File: config.mk
export PLATFORM = sky130hd
export DESIGN_NAME = led_matrix_column_scroller
export DESIGN_NICKNAME = d
export VERILOG_FILES = /design/src/hw/rtl/lmcs_pkg.sv /design/src/hw/rtl/lmcs_datapath.sv /design/src/hw/rtl/lmcs_ctrl.sv /design/src/hw/rtl/led_matrix_column_scroller.sv
export SDC_FILE = /design/constraint.sdc
export NUM_CORES = 1
export LEC_CHECK = 0
export BUFFER_PORTS_ARGS = -buffer_cell sky130_fd_sc_hd__buf_4
export CORE_MARGIN = 3
export CORE_UTILIZATION = 40
export DETAILED_ROUTE_END_ITERATION = 7
export HOLD_SLACK_MARGIN = 0.05
export RECOVER_POWER = 50
export SETUP_SLACK_MARGIN = 0.2
export SLEW_MARGIN = 20
export SYNTH_ARGS = -nofsm -noshare
export SYNTH_HDL_FRONTEND = slang
export SYNTH_SLANG_ARGS = --single-unit
File: constraint.sdc
create_clock -name clk_i -period 7.1 [get_ports clk_i]
set_input_delay 0.71 -clock clk_i [delete_from_list [all_inputs] [get_ports clk_i]]
set_output_delay 0.71 -clock clk_i [all_outputs]
set_load 0.05 [all_outputs]
File: src/hw/rtl/lmcs_pkg.sv
// ----------------------------------------------------------------------------
// LED matrix column scroller package
// Opcodes, driver register addresses, broadcast sequence steps and the
// command and status groups between the controller and the datapath.
// ----------------------------------------------------------------------------
package lmcs_pkg;

  localparam logic [3:0] OP_INIT      = 4'd0;
  localparam logic [3:0] OP_INTENSITY = 4'd1;
  localparam logic [3:0] OP_CLEAR     = 4'd2;
  localparam logic [3:0] OP_SET_COL   = 4'd3;
  localparam logic [3:0] OP_SET_DOT   = 4'd4;
  localparam logic [3:0] OP_LEFT      = 4'd5;
  localparam logic [3:0] OP_RIGHT     = 4'd6;
  localparam logic [3:0] OP_UP        = 4'd7;
  localparam logic [3:0] OP_DOWN      = 4'd8;

  localparam logic [3:0] REG_DIGIT_FIRST = 4'h1;
  localparam logic [3:0] REG_DIGIT_LAST  = 4'h8;
  localparam logic [3:0] REG_DECODE      = 4'h9;
  localparam logic [3:0] REG_INTENSITY   = 4'hA;
  localparam logic [3:0] REG_SCAN        = 4'hB;
  localparam logic [3:0] REG_SHUTDOWN    = 4'hC;
  localparam logic [3:0] REG_TEST        = 4'hF;

  localparam logic [7:0] SCAN_ALL_DIGITS = 8'h07;
  localparam logic [7:0] SHUTDOWN_NORMAL = 8'h01;

  // Broadcast sequence: setup writes, then the eight digit clears; intensity is a step of its own.
  localparam logic [3:0] BC_SCAN        = 4'd0;
  localparam logic [3:0] BC_DECODE      = 4'd1;
  localparam logic [3:0] BC_TEST        = 4'd2;
  localparam logic [3:0] BC_SHUTDOWN    = 4'd3;
  localparam logic [3:0] BC_DIGIT_FIRST = 4'd4;
  localparam logic [3:0] BC_DIGIT_LAST  = 4'd11;
  localparam logic [3:0] BC_INTENSITY   = 4'd12;

  localparam int unsigned DEV_CNT_W = 3;

  typedef struct packed {
    logic       load_item;
    logic       clr_store;
    logic       rd_en;
    logic       save_en;
    logic       emit_col;
    logic       emit_bc;
    logic       last;
    logic [3:0] bc_step;
  } dp_cmd_t;

  typedef struct packed {
    logic out_free;
    logic in_range;
  } dp_sts_t;

  function automatic logic [3:0] bc_addr(input logic [3:0] step);
    logic [3:0] addr;
    unique case (step)
      BC_SCAN:      addr = REG_SCAN;
      BC_DECODE:    addr = REG_DECODE;
      BC_TEST:      addr = REG_TEST;
      BC_SHUTDOWN:  addr = REG_SHUTDOWN;
      BC_INTENSITY: addr = REG_INTENSITY;
      default:      addr = step - BC_DIGIT_FIRST + REG_DIGIT_FIRST;
    endcase
    return addr;
  endfunction

  function automatic logic [7:0] bc_data(input logic [3:0] step, input logic [7:0] value);
    logic [7:0] data;
    unique case (step)
      BC_SCAN:      data = SCAN_ALL_DIGITS;
      BC_SHUTDOWN:  data = SHUTDOWN_NORMAL;
      BC_INTENSITY: data = {4'd0, value[3:0]};
      default:      data = 8'd0;
    endcase
    return data;
  endfunction

endpackage

File: src/hw/rtl/lmcs_datapath.sv
// ----------------------------------------------------------------------------
// LED matrix column scroller datapath
// Column store with registered read, item registers, column update logic
// and the output frame register.
// ----------------------------------------------------------------------------
module lmcs_datapath #(
  parameter int unsigned MAX_DEVICES = 4,
  localparam int unsigned NCOLS = MAX_DEVICES * 8,
  localparam int unsigned IDX_W = $clog2(NCOLS)
) (
  input  logic                           clk_i,
  input  logic                           rst_ni,
  input  lmcs_pkg::dp_cmd_t              cmd_i,
  output lmcs_pkg::dp_sts_t              sts_o,
  input  logic [IDX_W-1:0]               rd_addr_i,
  input  logic [IDX_W-1:0]               idx_i,
  output logic [IDX_W-1:0]               nlast_o,
  input  logic [lmcs_pkg::DEV_CNT_W-1:0] dev_cnt_i,
  input  logic [3:0]                     op_i,
  input  logic [4:0]                     column_i,
  input  logic [2:0]                     row_i,
  input  logic [7:0]                     value_i,
  input  logic                           rotate_i,
  input  logic                           fill_zero_i,
  output logic                           out_valid_o,
  input  logic                           out_ready_i,
  output logic                           to_all_o,
  output logic [1:0]                     device_o,
  output logic [3:0]                     reg_addr_o,
  output logic [7:0]                     reg_data_o,
  output logic                           last_o
);
  import lmcs_pkg::*;

  logic [7:0]       mem_q [NCOLS];
  logic [NCOLS-1:0] vld_q;
  logic [7:0]       rd_data_q;
  logic             rd_vld_q;
  logic [7:0]       rd_val;
  logic [7:0]       saved_q;
  logic [7:0]       prev_q;
  logic [3:0]       op_q;
  logic [2:0]       row_q;
  logic [7:0]       value_q;
  logic             rotate_q;
  logic             fill_zero_q;
  logic [2:0]       dev_m1;
  logic [5:0]       nlast_full;
  logic [7:0]       dot_mask;
  logic [7:0]       bound_val;
  logic [7:0]       new_col;
  logic             out_valid_q;
  logic             emit;

  always_comb begin
    if (dev_cnt_i == '0) begin
      dev_m1 = 3'd0;
    end else if (32'(dev_cnt_i) > MAX_DEVICES) begin
      dev_m1 = 3'(MAX_DEVICES - 1);
    end else begin
      dev_m1 = dev_cnt_i - 3'd1;
    end
  end

  assign nlast_full     = {dev_m1, 3'b111};
  assign nlast_o        = nlast_full[IDX_W-1:0];
  assign sts_o.in_range = {1'b0, column_i} <= nlast_full;
  assign sts_o.out_free = !out_valid_q || out_ready_i;

  always_ff @(posedge clk_i) begin
    if (cmd_i.load_item) begin
      op_q        <= op_i;
      row_q       <= row_i;
      value_q     <= value_i;
      rotate_q    <= rotate_i;
      fill_zero_q <= fill_zero_i;
    end
  end

  always_ff @(posedge clk_i) begin
    if (cmd_i.emit_col) begin
      mem_q[idx_i] <= new_col;
    end
    if (cmd_i.rd_en) begin
      rd_data_q <= mem_q[rd_addr_i];
      rd_vld_q  <= vld_q[rd_addr_i];
    end
  end

  always_ff @(posedge clk_i or negedge rst_ni) begin
    if (!rst_ni) begin
      vld_q <= '0;
    end else if (cmd_i.clr_store) begin
      vld_q <= '0;
    end else if (cmd_i.emit_col) begin
      vld_q[idx_i] <= 1'b1;
    end
  end

  assign rd_val = rd_vld_q ? rd_data_q : 8'd0;

  always_ff @(posedge clk_i) begin
    if (cmd_i.save_en) begin
      saved_q <= rd_val;
    end
    if (cmd_i.emit_col) begin
      prev_q <= rd_val;
    end
  end

  assign dot_mask  = 8'd1 << row_q;
  assign bound_val = rotate_q ? saved_q : (fill_zero_q ? 8'd0 : rd_val);

  always_comb begin
    unique case (op_q)
      OP_SET_COL: new_col = value_q;
      OP_SET_DOT: new_col = value_q[0] ? (rd_val | dot_mask) : (rd_val & ~dot_mask);
      OP_LEFT:    new_col = (idx_i == nlast_o) ? bound_val : rd_val;
      OP_RIGHT:   new_col = (idx_i == '0) ? bound_val : prev_q;
      OP_UP:      new_col = {rotate_q & rd_val[0], rd_val[7:1]};
      OP_DOWN:    new_col = {rd_val[6:0], rotate_q & rd_val[7]};
      default:    new_col = rd_val;
    endcase
  end

  assign emit = cmd_i.emit_col || cmd_i.emit_bc;

  always_ff @(posedge clk_i or negedge rst_ni) begin
    if (!rst_ni) begin
      out_valid_q <= 1'b0;
    end else if (emit) begin
      out_valid_q <= 1'b1;
    end else if (out_ready_i) begin
      out_valid_q <= 1'b0;
    end
  end

  always_ff @(posedge clk_i) begin
    if (cmd_i.emit_bc) begin
      to_all_o   <= 1'b1;
      device_o   <= 2'd0;
      reg_addr_o <= bc_addr(cmd_i.bc_step);
      reg_data_o <= bc_data(cmd_i.bc_step, value_q);
      last_o     <= cmd_i.last;
    end else if (cmd_i.emit_col) begin
      to_all_o   <= 1'b0;
      device_o   <= 2'(idx_i >> 3);
      reg_addr_o <= 4'(idx_i[2:0]) + REG_DIGIT_FIRST;
      reg_data_o <= new_col;
      last_o     <= cmd_i.last;
    end
  end

  assign out_valid_o = out_valid_q;

endmodule

File: src/hw/rtl/lmcs_ctrl.sv
// ----------------------------------------------------------------------------
// LED matrix column scroller controller
// Accepts requests and sequences broadcast frames and column read-modify-
// write steps through the datapath.
// ----------------------------------------------------------------------------
module lmcs_ctrl #(
  parameter int unsigned MAX_DEVICES = 4,
  localparam int unsigned IDX_W = $clog2(MAX_DEVICES * 8)
) (
  input  logic              clk_i,
  input  logic              rst_ni,
  input  logic              in_valid_i,
  output logic              in_ready_o,
  input  logic [3:0]        op_i,
  input  logic [4:0]        column_i,
  input  lmcs_pkg::dp_sts_t sts_i,
  input  logic [IDX_W-1:0]  nlast_i,
  output lmcs_pkg::dp_cmd_t cmd_o,
  output logic [IDX_W-1:0]  rd_addr_o,
  output logic [IDX_W-1:0]  idx_o
);
  import lmcs_pkg::*;

  localparam logic [2:0] ST_IDLE = 3'd0;
  localparam logic [2:0] ST_BC   = 3'd1;
  localparam logic [2:0] ST_PRE  = 3'd2;
  localparam logic [2:0] ST_SAVE = 3'd3;
  localparam logic [2:0] ST_RD   = 3'd4;
  localparam logic [2:0] ST_WR   = 3'd5;

  logic [2:0]       state_q, state_d;
  logic [3:0]       op_q, op_d;
  logic [IDX_W-1:0] idx_q, idx_d;
  logic [3:0]       step_q, step_d;
  logic [IDX_W-1:0] col_addr;
  logic             single;
  logic             bc_last;

  always_ff @(posedge clk_i or negedge rst_ni) begin
    if (!rst_ni) begin
      state_q <= ST_IDLE;
      op_q    <= OP_INIT;
      idx_q   <= '0;
      step_q  <= BC_SCAN;
    end else begin
      state_q <= state_d;
      op_q    <= op_d;
      idx_q   <= idx_d;
      step_q  <= step_d;
    end
  end

  assign col_addr = (op_q == OP_LEFT && idx_q != nlast_i) ? idx_q + IDX_W'(1) : idx_q;
  assign single   = (op_q == OP_SET_COL) || (op_q == OP_SET_DOT);
  assign bc_last  = (step_q == BC_DIGIT_LAST) || (step_q == BC_INTENSITY);
  assign idx_o    = idx_q;

  always_comb begin
    state_d        = state_q;
    op_d           = op_q;
    idx_d          = idx_q;
    step_d         = step_q;
    cmd_o          = '0;
    cmd_o.bc_step  = step_q;
    rd_addr_o      = col_addr;
    in_ready_o     = 1'b0;
    unique case (state_q)
      ST_IDLE: begin
        in_ready_o = 1'b1;
        if (in_valid_i) begin
          cmd_o.load_item = 1'b1;
          op_d            = op_i;
          idx_d           = '0;
          unique case (op_i)
            OP_INIT: begin
              cmd_o.clr_store = 1'b1;
              step_d          = BC_SCAN;
              state_d         = ST_BC;
            end
            OP_CLEAR: begin
              cmd_o.clr_store = 1'b1;
              step_d          = BC_DIGIT_FIRST;
              state_d         = ST_BC;
            end
            OP_INTENSITY: begin
              step_d  = BC_INTENSITY;
              state_d = ST_BC;
            end
            OP_SET_COL, OP_SET_DOT: begin
              if (sts_i.in_range) begin
                idx_d   = IDX_W'(column_i);
                state_d = ST_RD;
              end
            end
            OP_LEFT, OP_RIGHT: state_d = ST_PRE;
            OP_UP, OP_DOWN:    state_d = ST_RD;
            default:           state_d = ST_IDLE;
          endcase
        end
      end
      ST_BC: begin
        if (sts_i.out_free) begin
          cmd_o.emit_bc = 1'b1;
          cmd_o.last    = bc_last;
          if (bc_last) begin
            state_d = ST_IDLE;
          end else begin
            step_d = step_q + 4'd1;
          end
        end
      end
      ST_PRE: begin
        cmd_o.rd_en = 1'b1;
        rd_addr_o   = (op_q == OP_LEFT) ? '0 : nlast_i;
        state_d     = ST_SAVE;
      end
      ST_SAVE: begin
        cmd_o.save_en = 1'b1;
        cmd_o.rd_en   = 1'b1;
        state_d       = ST_WR;
      end
      ST_RD: begin
        cmd_o.rd_en = 1'b1;
        state_d     = ST_WR;
      end
      ST_WR: begin
        if (sts_i.out_free) begin
          cmd_o.emit_col = 1'b1;
          cmd_o.last     = single || (idx_q == nlast_i);
          if (single || (idx_q == nlast_i)) begin
            state_d = ST_IDLE;
          end else begin
            idx_d   = idx_q + IDX_W'(1);
            state_d = ST_RD;
          end
        end
      end
      default: state_d = ST_IDLE;
    endcase
  end

endmodule

File: src/hw/rtl/led_matrix_column_scroller.sv
// ----------------------------------------------------------------------------
// LED matrix column scroller
// Column store and load frame generator for a chain of LED matrix drivers.
// ----------------------------------------------------------------------------
// One request is taken at a time while the block is idle; its frames then
// leave one by one through a single output register, so a frame may wait
// there while the next request is taken. Broadcast frames (init, clear,
// intensity) come out one per cycle after the request cycle while the
// output is not stalled: init sends the setup writes and the eight digit
// clears, clear only the digit clears and intensity only its own write.
// Column frames go through a read-modify-write of the column store, whose
// registered read means each column is read and then written and emitted:
// set column and set dot update one column, and a shift updates every
// active column; left and right first read the column that wraps around.
// Set column and set dot outside the active columns, and unknown
// operations, are taken and emit nothing. Output stalls hold these
// sequences. The store needs no clearing pass after reset; per-column
// valid bits make unwritten columns read as zero.
module led_matrix_column_scroller #(
  parameter int unsigned MAX_DEVICES = 4
) (
  input  logic        clk_i,
  input  logic        rst_ni,
  input  logic        in_valid_i,
  output logic        in_ready_o,
  input  logic [3:0]  op_i,
  input  logic [4:0]  column_i,
  input  logic [2:0]  row_i,
  input  logic [7:0]  value_i,
  input  logic        rotate_i,
  input  logic        fill_zero_i,
  output logic        out_valid_o,
  input  logic        out_ready_i,
  output logic        to_all_o,
  output logic [1:0]  device_o,
  output logic [3:0]  reg_addr_o,
  output logic [7:0]  reg_data_o,
  output logic        last_o,
  input  logic        psel,
  input  logic        penable,
  input  logic        pwrite,
  input  logic [2:0]  paddr,
  input  logic [31:0] pwdata,
  output logic [31:0] prdata,
  output logic        pready
);
  import lmcs_pkg::*;

  localparam int unsigned IDX_W = $clog2(MAX_DEVICES * 8);

  logic [DEV_CNT_W-1:0] dev_cnt_q;
  dp_cmd_t              cmd;
  dp_sts_t              sts;
  logic [IDX_W-1:0]     rd_addr;
  logic [IDX_W-1:0]     idx;
  logic [IDX_W-1:0]     nlast;

  assign pready = 1'b1;
  assign prdata = (paddr[2] == 1'b0) ? {{(32 - DEV_CNT_W){1'b0}}, dev_cnt_q} : 32'd0;

  always_ff @(posedge clk_i or negedge rst_ni) begin
    if (!rst_ni) begin
      dev_cnt_q <= DEV_CNT_W'(4);
    end else if (psel && penable && pwrite && pready && paddr[2] == 1'b0) begin
      dev_cnt_q <= pwdata[DEV_CNT_W-1:0];
    end
  end

  lmcs_ctrl #(
    .MAX_DEVICES(MAX_DEVICES)
  ) u_ctrl (
    .clk_i     (clk_i),
    .rst_ni    (rst_ni),
    .in_valid_i(in_valid_i),
    .in_ready_o(in_ready_o),
    .op_i      (op_i),
    .column_i  (column_i),
    .sts_i     (sts),
    .nlast_i   (nlast),
    .cmd_o     (cmd),
    .rd_addr_o (rd_addr),
    .idx_o     (idx)
  );

  lmcs_datapath #(
    .MAX_DEVICES(MAX_DEVICES)
  ) u_datapath (
    .clk_i      (clk_i),
    .rst_ni     (rst_ni),
    .cmd_i      (cmd),
    .sts_o      (sts),
    .rd_addr_i  (rd_addr),
    .idx_i      (idx),
    .nlast_o    (nlast),
    .dev_cnt_i  (dev_cnt_q),
    .op_i       (op_i),
    .column_i   (column_i),
    .row_i      (row_i),
    .value_i    (value_i),
    .rotate_i   (rotate_i),
    .fill_zero_i(fill_zero_i),
    .out_valid_o(out_valid_o),
    .out_ready_i(out_ready_i),
    .to_all_o   (to_all_o),
    .device_o   (device_o),
    .reg_addr_o (reg_addr_o),
    .reg_data_o (reg_data_o),
    .last_o     (last_o)
  );

endmodule

==> results of run 1 <==
## flip-flops by register name (all words and copies together), names as in the netlist, 4 cells and up
register / flops
u_datapath.mem_q: 256
u_datapath.vld_q: 32
u_datapath.prev_q: 8
u_datapath.rd_data_q: 8
u_datapath.reg_data_o: 8
u_datapath.saved_q: 8
u_datapath.value_q: 8
u_ctrl.idx_o: 5
u_ctrl.op_q: 4
u_ctrl.step_q: 4
u_datapath.op_q: 4
u_datapath.reg_addr_o: 4
## layer usage
metal,up-vias,wire length (um)
li1,6905,-
met1,7710,24600
met2,820,27800
met3,127,4770
met4,0,2030
met5,-,0
## critical path: cells and delay by family (launching register included)
kind            cells  cell delay [ns]
compound gates      6             1.30
fa+ha+maj           2             0.41
flops               1             0.42
simple gates        3             1.56
buf+inv             4             1.10
## cells in the final DEF (no fill, tap or decap), drive strengths merged, types with 9 or more instances in the layout
cell type	Yosys	final
a211oi	26	26
a21o	11	11
a21oi	114	114
a222oi	15	15
a22o	15	15
a22oi	48	48
a311oi	11	11
a31oi	23	23
a32oi	22	22
and2	13	13
and3	14	14
buf	92	44
clkbuf	78	106
clkinv	0	9
conb	2	30
dfrtp	51	51
edfxtp	311	311
ha	14	14
inv	22	23
mux2i	48	48
nand2	142	142
nand2b	17	17
nand3	37	37
nand3b	11	11
nor2	194	194
nor2b	9	9
nor3	68	68
nor4	24	24
o211ai	22	22
o21ai	93	93
o221ai	27	27
o22a	21	21
o22ai	56	56
o2bb2ai	13	13
o31ai	17	17
or3	22	22
## per-stage QoR
stage                     setup slack [ns]  cells  power (mW)  utilization [%]  hold slack (ns)
after global placement                2.19   2342        6.94             42.7            0.435
after detailed placement              2.12   2342        7.02             42.7            0.436
after floorplan                       2.94   1820        5.66                -            0.414
after CTS                             2.12   2418        9.13             45.5            0.217
final                                 2.02   2419        9.13             45.3            0.343
after global routing                  1.74   2419        9.55             45.3            0.317
## power breakdown
| group | total (mW) | internal (mW) | switching (mW) |
|---|---|---|---|
| logic | 4.00 | 1.20 | 2.80 |
| clock network | 2.10 | 1.24 | 0.862 |
| registers | 3.02 | 2.83 | 0.187 |
## area by class of cell
class	count	area, um^2	area share (%)
Sequential cell	366	10700	50.3
Multi-Input combinational cell	1262	7860	36.9
Clock buffer	64	1200	5.66
Tap cell	607	759	3.57
Timing Repair Buffer	86	557	2.62
Clock inverter	12	109	0.512
Inverter	22	82.6	0.388
## cell families after synthesis
family                   count (synthesis)  synth area share [%]
XOR/XNOR                                 4                 0.182
AO/OA/AOI/OAI                          581                  21.0
flip-flops                             366                  55.7
multiplexers                            56                  2.97
AND/OR/NAND/NOR                        577                  14.4
buffers and inverters                  192                  4.84
adder cells (fa/ha/maj)                 14                 0.912
other                                    2                0.0391
## how the worst max path moves through the flow
stage / start / to / slack, ns / cells after the start
finish: dev_cnt_q[0]$_DFFE_PN0P_ / u_datapath.rd_data_q[7]$_DFFE_PP_ / 2.02 / 15
global route: u_ctrl.state_q[2]$_DFFE_PN0P_ / u_datapath.vld_q[5]$_DFFE_PN0P_ / 1.74 / 6
CTS: dev_cnt_q[0]$_DFFE_PN0P_ / u_datapath.rd_data_q[3]$_DFFE_PP_ / 2.12 / 15
detailed placement: dev_cnt_q[0]$_DFFE_PN0P_ / u_datapath.rd_data_q[3]$_DFFE_PP_ / 2.12 / 15
global placement: dev_cnt_q[0]$_DFFE_PN0P_ / u_datapath.rd_data_q[3]$_DFFE_PP_ / 2.19 / 15
floorplan: dev_cnt_q[0]$_DFFE_PN0P_ / u_datapath.mem_q[0][3]$_DFFE_PP_ / 2.94 / 14
==> flow_metrics.env, run 1 <==
export IMPL_drtIter0Drc=1914
export IMPL_synth_async_reset_ratio_pct=14.2
export IMPL_yosysTopAreaCell="edfxtp_1"
export IMPL_ys_seq_area_share_pct=55.7
export IMPL_synth_warnings=0
export IMPL_synth_most_common_cell="edfxtp_1"
export IMPL_cp_cell_sequence="inv_1, ha_1, inv_1, ha_1, nor2b_1, o21ba_1, o211a_1, buf_4, o21ai_2, nand2_1, buf_4, a21oi_1, a22oi_1, o221ai_1, nor4_2"
export IMPL_yosysTopAreaCellShare_pct=48.6
export IMPL_p_leak_nw=7.19
export IMPL_cts_buffers=42
export IMPL_cts_sinks=366
export IMPL_synth_edf_count=311
export IMPL_worst_pin_slew_ns=3.22
export IMPL_die_area_um2=50700
export IMPL_portBuffers=53
export IMPL_synth_area_leaders="edfxtp_1 (49%), dfrtp_1 (6.6%), nor2_1 (3.8%), a21oi_1 (2.9%), nand2_1 (2.7%)"
export IMPL_holdBufCountCts=0
export IMPL_htree_levels=2
export IMPL_r2r_end="u_datapath.rd_data_q[7]$_DFFE_PP_"
export IMPL_yosysUniqueCellTypes=87
export IMPL_layout_drive_gt1_share_pct=9.66
export IMPL_clkSlewWorstSetupHoldPaths_ns=0.06
export IMPL_final_hold_viol_count=0
export IMPL_grt_busiest_layer="met2"
export IMPL_slew_viol_final=79
export IMPL_netlist_area_um2=19200
export IMPL_start_kind="flop"
export IMPL_crit_fanout=47
export IMPL_syn_to_final_growth_pct=10.8
export IMPL_root_buffer="clkbuf_16"
export IMPL_critPathSlowestCell="nand2_1"
export IMPL_grt_use_met2_pct=37.1
export IMPL_power_density_nw_per_um2=429
export IMPL_antenna_found_initial=0
export IMPL_synth_common_cells="edfxtp_1 (311), nor2_1 (192), nand2_1 (140)"
export IMPL_arrival_ns=5.42
export IMPL_via_per_inst=6.43
export IMPL_endpoint_kind="flop"
export IMPL_holdPathStages=1
export IMPL_nNetsFinal=1858
export IMPL_postPlaceCellArea_um2=20100
export IMPL_dr_pass1_iters=6
export IMPL_ir_worst_vdd_uv=255
export IMPL_yosys_register_bits=366
export IMPL_ios=115
export IMPL_yosys_most_used_dff="edfxtp_1"
export IMPL_grt_pass1_wl_um=89200
export IMPL_fp_dieH_um=225
export IMPL_worstSetupPathType="reg -> reg"
export IMPL_cp_required_ns=7.45
export IMPL_hold_start="rotate_i"
export IMPL_cts_buffer_depth=3
export IMPL_fin_area_um2=21300
export IMPL_n_fill_cell=4308
export IMPL_clk_latency_ns=0.57
export IMPL_initial_core_util_pct=40.9
export IMPL_timing_rr_start="dev_cnt_q[0]$_DFFE_PN0P_"
export IMPL_vias=15600
export IMPL_r2r_slack_ns=2.02
export IMPL_setup_viol=0
export IMPL_cts_setup_buffers=0
export IMPL_slew_headroom_pct=-114
export IMPL_grt_pass1_vias=14900
export IMPL_use_met1_pct=30.6
export IMPL_status="finished, violations left"
export IMPL_grt_max_degree=77
export IMPL_whs_endpoint="u_datapath.rotate_q$_DFFE_PP_"
export IMPL_max_freq_mhz=197
export IMPL_totalWireLength_um=59200
export IMPL_min_path_type="in -> reg"
export IMPL_worst_clock_skew_ns=0.0159
export IMPL_ant_nets=0
export IMPL_grt_overflow=0
export IMPL_post_route_min_period_ns=5.08
export IMPL_tns_ns=0
export IMPL_antenna_cells=0
export IMPL_avgSynthCellArea_um2=10.7
export IMPL_route_detailed_drc=0
export IMPL_gp_congestion=0.878
export IMPL_placementRows=79
export IMPL_cap_violations=2
export IMPL_core_um2=47000
export IMPL_grtUsageTotal_pct=22.8
export IMPL_grt_util_met3_pct=3.79
export IMPL_cts_tree="done"
export IMPL_violations="capacitance limit, slew limit"
export IMPL_wl_per_cell_um=24.5
export IMPL_die_w_um=225
export IMPL_cts_resized=0
export IMPL_synth_cells=1792
export IMPL_hpwlAfterDp_um=36200
export IMPL_rsz0062_at_grt="false"
export IMPL_timing_final_crit_share_pct=71.5
export IMPL_reg2regPathDepth=15
export IMPL_critical_path_max_stage_delay_ns=0.81
Note: power is estimated with default switching activity, not from simulation.
==> run 2: changes to the inputs <==
==> constraint.sdc (replaced) <==
create_clock -name clk_i -period 4.6 [get_ports clk_i]
set_input_delay 0.46 -clock clk_i [delete_from_list [all_inputs] [get_ports clk_i]]
set_output_delay 0.46 -clock clk_i [all_outputs]
set_load 0.05 [all_outputs]
==> flow_metrics.env, run 2 (synthesis gave the netlist of run 1 again) <==
export IMPL_die_area_um2=50700
export IMPL_cts_tree="done"
export IMPL_ios=115
export IMPL_route_detailed_drc=0
export IMPL_arrival_ns=4.49
export IMPL_clk_latency_ns=0.57
export IMPL_timing_rr_start="dev_cnt_q[0]$_DFFE_PN0P_"
export IMPL_cts_sinks=366
export IMPL_worst_clock_skew_ns=0.0190
export IMPL_violations="capacitance limit, slew limit"
export IMPL_grt_max_degree=83
export IMPL_worstSetupPathType="reg -> reg"
export IMPL_power_density_nw_per_um2=662
export IMPL_via_per_inst=6.41
export IMPL_timing_final_crit_share_pct=91.5
export IMPL_p_leak_nw=7.43
export IMPL_cap_violations=1
export IMPL_die_w_um=225
export IMPL_min_path_type="in -> reg"
export IMPL_grtUsageTotal_pct=23.0
export IMPL_fin_area_um2=21800
export IMPL_hold_start="value_i[0]"
export IMPL_core_um2=47000
export IMPL_postPlaceCellArea_um2=20500
export IMPL_utilization_pct=46.4
export IMPL_grt_pass1_vias=14700
export IMPL_final_cell_mix="edfxtp_1 (311), nor2_1 (190), nand2_1 (139)"
export IMPL_largestRegisters="u_datapath.mem_q (256), u_datapath.vld_q (32)"
export IMPL_grt_pass1_wl_um=90200
export IMPL_slew_headroom_pct=-117
export IMPL_ant_nets=0
export IMPL_place_ws_ns=0.275
export IMPL_max_freq_mhz=238
export IMPL_cts_buffer_depth=3
export IMPL_slew_viol_final=53
export IMPL_placementRows=79
export IMPL_tns_ns=0
export IMPL_initial_core_util_pct=40.9
export IMPL_vias=15800
export IMPL_post_route_min_period_ns=4.21
export IMPL_largest_reg_flops=256
export IMPL_drtIter0Drc=2040
export IMPL_layout_drive_gt1_share_pct=11.2
export IMPL_setup_viol=0
export IMPL_mostFrequentLayoutCell="edfxtp_1"
export IMPL_crit_fanout=9
export IMPL_cts_setup_buffers=0
export IMPL_syn_to_final_growth_pct=13.3
export IMPL_cts_buffers=40
export IMPL_gp_congestion=0.896
export IMPL_grt_overflow=0
export IMPL_ir_worst_vdd_uv=318
export IMPL_worst_pin_slew_ns=3.25
export IMPL_final_hold_viol_count=0
export IMPL_rsz0062_at_grt="false"
export IMPL_start_kind="flop"
export IMPL_antenna_found_initial=1
export IMPL_hpwlAfterDp_um=38100
export IMPL_startpoint="dev_cnt_q[0]$_DFFE_PN0P_"
export IMPL_endpoint_kind="flop"
export IMPL_root_buffer="clkbuf_16"
export IMPL_dr_pass1_iters=6
export IMPL_cp_required_ns=4.88
export IMPL_nNetsFinal=1904
export IMPL_htree_levels=2
export IMPL_clkSlewWorstSetupHoldPaths_ns=0.06
export IMPL_portBuffers=53
export IMPL_setup_ws_ns=0.392
export IMPL_fp_dieH_um=225
export IMPL_status="finished, violations left"
export IMPL_totalWireLength_um=59800
export IMPL_top_register="u_datapath.mem_q"
export IMPL_wl_per_cell_um=24.3
## run 2: cell count changes in the layout (fill, tap and decap cells not counted), sizes merged
| cell | before | now |
|---|---|---|
| inv | 23 | 25 |
| bufinv | 2 | 3 |
| diode | 0 | 1 |
| clkbuf | 106 | 112 |
| buf | 44 | 74 |
| dlygate4sd3 | 0 | 6 |
| clkinvlp | 0 | 1 |
## run 2: final cells by class
| cell class | instances | area (um^2) |
|---|---|---|
| repair buffers | 134 | 1030 |
| inverters | 22 | 82.6 |
| well taps | 607 | 759 |
| flip-flops and latches | 366 | 10700 |
| clock buffers | 58 | 1140 |
| multi-input cells | 1262 | 7870 |
| fillers | 4229 | 25200 |
| diodes | 1 | 2.50 |
| clock inverters | 16 | 190 |
## run 2: path summary, 6_finish.rpt
kind                                                       to  slack, ns  cells after the start
max                         u_datapath.rd_data_q[5]$_DFFE_PP_       0.39                     13
min                           u_datapath.value_q[0]$_DFFE_PP_        0.1                      1
max reg2reg                 u_datapath.rd_data_q[5]$_DFFE_PP_       0.39                     13
min reg2reg                  u_datapath.to_all_o$_SDFFE_PP1P_       0.46                      2
max in group asynchronous         u_ctrl.idx_o[0]$_DFFE_PN0P_       1.02                      2
min in group asynchronous  u_datapath.out_valid_o$_DFFE_PN0P_       1.51                      2
## run 2: timing repair
item	4_1_cts	5_1_grt
hold buffers	6	0
endpoints found under the hold margin	56	0
setup endpoints to repair	0	53
gates resized for setup	0	4
## run 2: per-stage QoR
step                      power (mW)  hold slack [ns]  std cells
final                           14.4           0.0991       2466
after global routing            15.1           0.0818       2465
after CTS                       14.4           0.0504       2465
after detailed placement        11.1            0.452       2385
after global placement          11.0            0.433       2385
after floorplan                 8.74            0.164       1820
## run 2: layer usage
metal | up-vias | part of all wire, % | GRT usage, % | wire length, um
met1 | 7779 | 41 | 32.2 | 24700
met3 | 143 | 9.5 | 4.19 | 5700
met2 | 920 | 45 | 35.6 | 27100
met4 | 2 | 3.8 | 9.41 | 2280
li1 | 6974 | - | - | -
met5 | - | 0.022 | 0 | 13
## run 2: critical path, stage by stage, from the launching register on
cell	delay, ns
dfrtp_1	0.37
inv_1	0.11
ha_1	0.21
inv_1	0.06
ha_1	0.22
nor2b_2	0.31
nor3_1	0.16
o211a_1	0.42
or4_1	0.56
nand3_1	0.33
and3_1	0.52
nand3_1	0.26
o211ai_1	0.27
a211oi_1	0.11
## run 2: report_power, final
| group | internal, mW | switching, mW | total [mW] |
|---|---|---|---|
| logic | 2.10 | 4.43 | 6.53 |
| registers | 4.37 | 0.249 | 4.62 |
| clock network | 1.91 | 1.37 | 3.28 |
==> run 3: changes to the inputs <==
--- a/config.mk
+++ b/config.mk
@@ -7,7 +7,7 @@
 export LEC_CHECK = 0
 export BUFFER_PORTS_ARGS = -buffer_cell sky130_fd_sc_hd__buf_4
 export CORE_MARGIN = 3
-export CORE_UTILIZATION = 40
+export CORE_UTILIZATION = 25
 export DETAILED_ROUTE_END_ITERATION = 7
 export HOLD_SLACK_MARGIN = 0.05
 export RECOVER_POWER = 50
==> flow_metrics.env, run 3 (synthesis gave the netlist of run 1 again) <==
export IMPL_status="finished, violations left"
export IMPL_violations="capacitance limit, slew limit"
export IMPL_cap_violations=3
export IMPL_ant_nets=0
export IMPL_min_path_type="in -> reg"
export IMPL_grt_pass1_wl_um=93200
export IMPL_die_w_um=283
export IMPL_layout_cells_non_filler=2898
export IMPL_tns_ns=0
export IMPL_largestRegisters="u_datapath.mem_q (256), u_datapath.vld_q (32)"
export IMPL_cts_buffers=42
export IMPL_die_area_um2=80200
export IMPL_worst_pin_slew_ns=3.30
export IMPL_final_hold_viol_count=0
export IMPL_timing_final_crit_share_pct=92.4
export IMPL_postPlaceCellArea_um2=21000
export IMPL_top_register="u_datapath.mem_q"
export IMPL_n_fill_cell=7827
export IMPL_critical_path_max_stage_delay_ns=1.00
export IMPL_arrival_ns=4.61
export IMPL_drtIter0Drc=1712
export IMPL_seq_area_um2=10700
export IMPL_ir_worst_vdd_uv=269
export IMPL_wl_per_cell_um=21.0
export IMPL_layout_drive_gt1_share_pct=11.1
export IMPL_cp_required_ns=4.96
export IMPL_grt_pass1_vias=15500
export IMPL_final_cell_mix="edfxtp_1 (311), nor2_1 (192), nand2_1 (140)"
export IMPL_cts_setup_buffers=0
export IMPL_clkSlewWorstSetupHoldPaths_ns=0.06
export IMPL_rsz0062_at_grt="false"
export IMPL_setup_ws_ns=0.351
export IMPL_nNetsFinal=1912
export IMPL_setup_viol=0
export IMPL_fin_area_um2=22200
export IMPL_via_per_inst=5.45
export IMPL_fp_dieH_um=283
export IMPL_cts_tree="done"
export IMPL_htree_levels=2
export IMPL_portBuffers=53
export IMPL_utilization_pct=29.2
export IMPL_use_met1_pct=19.4
export IMPL_place_ws_ns=0.409
export IMPL_cts_sinks=366
export IMPL_grt_use_met2_pct=23.8
export IMPL_grt_util_met3_pct=2.40
export IMPL_grt_busiest_layer="met2"
export IMPL_grt_max_degree=77
export IMPL_grtUsageTotal_pct=14.6
export IMPL_critPathTopFamily="compound AO/OA/AOI/OAI gates"
export IMPL_cp_cell_sequence="inv_1, ha_1, inv_1, ha_1, nor2b_1, clkbuf_1, o21ba_1, o211ai_4, nand2_1, a21boi_0, o21ai_0, clkbuf_1, o221ai_2, buf_4"
export IMPL_slew_headroom_pct=-120
export IMPL_root_buffer="clkbuf_16"
export IMPL_hpwlAfterDp_um=39100
export IMPL_start_kind="flop"
export IMPL_route_detailed_drc=0
export IMPL_p_leak_nw=7.44
export IMPL_dr_pass1_iters=6
export IMPL_placementRows=101
export IMPL_gp_congestion=0.879
export IMPL_r2r_slack_ns=0.35
export IMPL_placed_cells=2808
export IMPL_clk_latency_ns=0.58
export IMPL_crit_fanout=24
export IMPL_grt_overflow=0
export IMPL_largest_reg_flops=256
export IMPL_antenna_cells=0
export IMPL_post_route_min_period_ns=4.25
export IMPL_mostFrequentLayoutCell="edfxtp_1"
export IMPL_multi_input_area_um2=7820
export IMPL_vias=15800
export IMPL_ios=115
export IMPL_slew_viol_final=87
export IMPL_worst_clock_skew_ns=0.0183
export IMPL_antenna_found_initial=0
export IMPL_power_density_nw_per_um2=644
export IMPL_endpoint_kind="flop"
export IMPL_cts_buffer_depth=3
export IMPL_max_freq_mhz=235
export IMPL_worstSetupPathType="reg -> reg"
export IMPL_path_buf_inv=5
export IMPL_syn_to_final_growth_pct=15.8
export IMPL_core_um2=76100
export IMPL_initial_core_util_pct=25.2
export IMPL_totalWireLength_um=60900
export IMPL_critPathSlowestCell="o221ai_2"
[run 3: cell count changes in the layout (fill, tap and decap cells not counted), sizes merged]
cell         previous run  this run
buf                    74        76
bufinv                  3         1
clkbuf                112       111
clkinv                  9        15
diode                   1         0
dlygate4sd3             6        12
inv                    25        24
[run 3: area by class of cell]
type                    instances  area share (%)
clock buffers                  59            5.47
clock inverters                19           0.619
inverters                      22           0.371
multi-input cells            1262            35.2
flip-flops and latches        366            48.1
well taps                    1030            5.79
repair buffers                140            4.45
[run 3: path summary, 6_finish.rpt]
kind / start / depth (start not counted) / endpoint
setup / recovery: dev_cnt_q[0]$_DFFE_PN0P_ / 14 / u_datapath.mem_q[10][4]$_DFFE_PP_
hold / removal: pwdata[1] / 2 / dev_cnt_q[1]$_DFFE_PN0P_
setup reg to reg: dev_cnt_q[0]$_DFFE_PN0P_ / 14 / u_datapath.mem_q[10][4]$_DFFE_PP_
hold reg to reg: u_datapath.to_all_o$_SDFFE_PP1P_ / 2 / u_datapath.to_all_o$_SDFFE_PP1P_
max in group asynchronous: rst_ni / 2 / u_ctrl.idx_o[0]$_DFFE_PN0P_
min in group asynchronous: rst_ni / 2 / u_datapath.out_valid_o$_DFFE_PN0P_
[run 3: stage by stage]
stage                     hold WS [ns]  total power, mW
final                            0.127             14.3
after detailed placement         0.456             11.1
after global placement           0.439             10.9
after floorplan                  0.164             8.74
after CTS                       0.0558             14.4
after global routing             0.124             15.0
[run 3: routing by layer]
metal  vias to the layer above  wire (um)
met1                      7893      25300
met3                       115       4990
met4                         0       2110
li1                       6994          -
met2                       802      28500
met5                         -          0
[run 3: timing repair]
action	in CTS	in global routing
endpoints found under the hold margin	62	0
gates resized for setup	0	1
hold buffers	12	0
setup endpoints to repair	0	1
[run 3: power breakdown]
group          leakage (nW)  total, mW  switching [mW]  internal [mW]
clock                 0.669       3.29            1.38           1.91
combinational          3.21       6.41            4.38           2.03
sequential             3.56       4.62           0.242           4.38
[run 3: worst reg2reg max path, cell delays in order (launching register included)]
cell      delay (ns)
dfrtp_1         0.34
inv_1           0.09
ha_1            0.24
inv_1           0.07
ha_1            0.20
nor2b_1         0.09
clkbuf_1        0.17
o21ba_1         0.24
o211ai_4        0.37
nand2_1         0.11
a21boi_0        0.18
o21ai_0         0.11
clkbuf_1        0.36
o221ai_2        1.00
buf_4           0.47
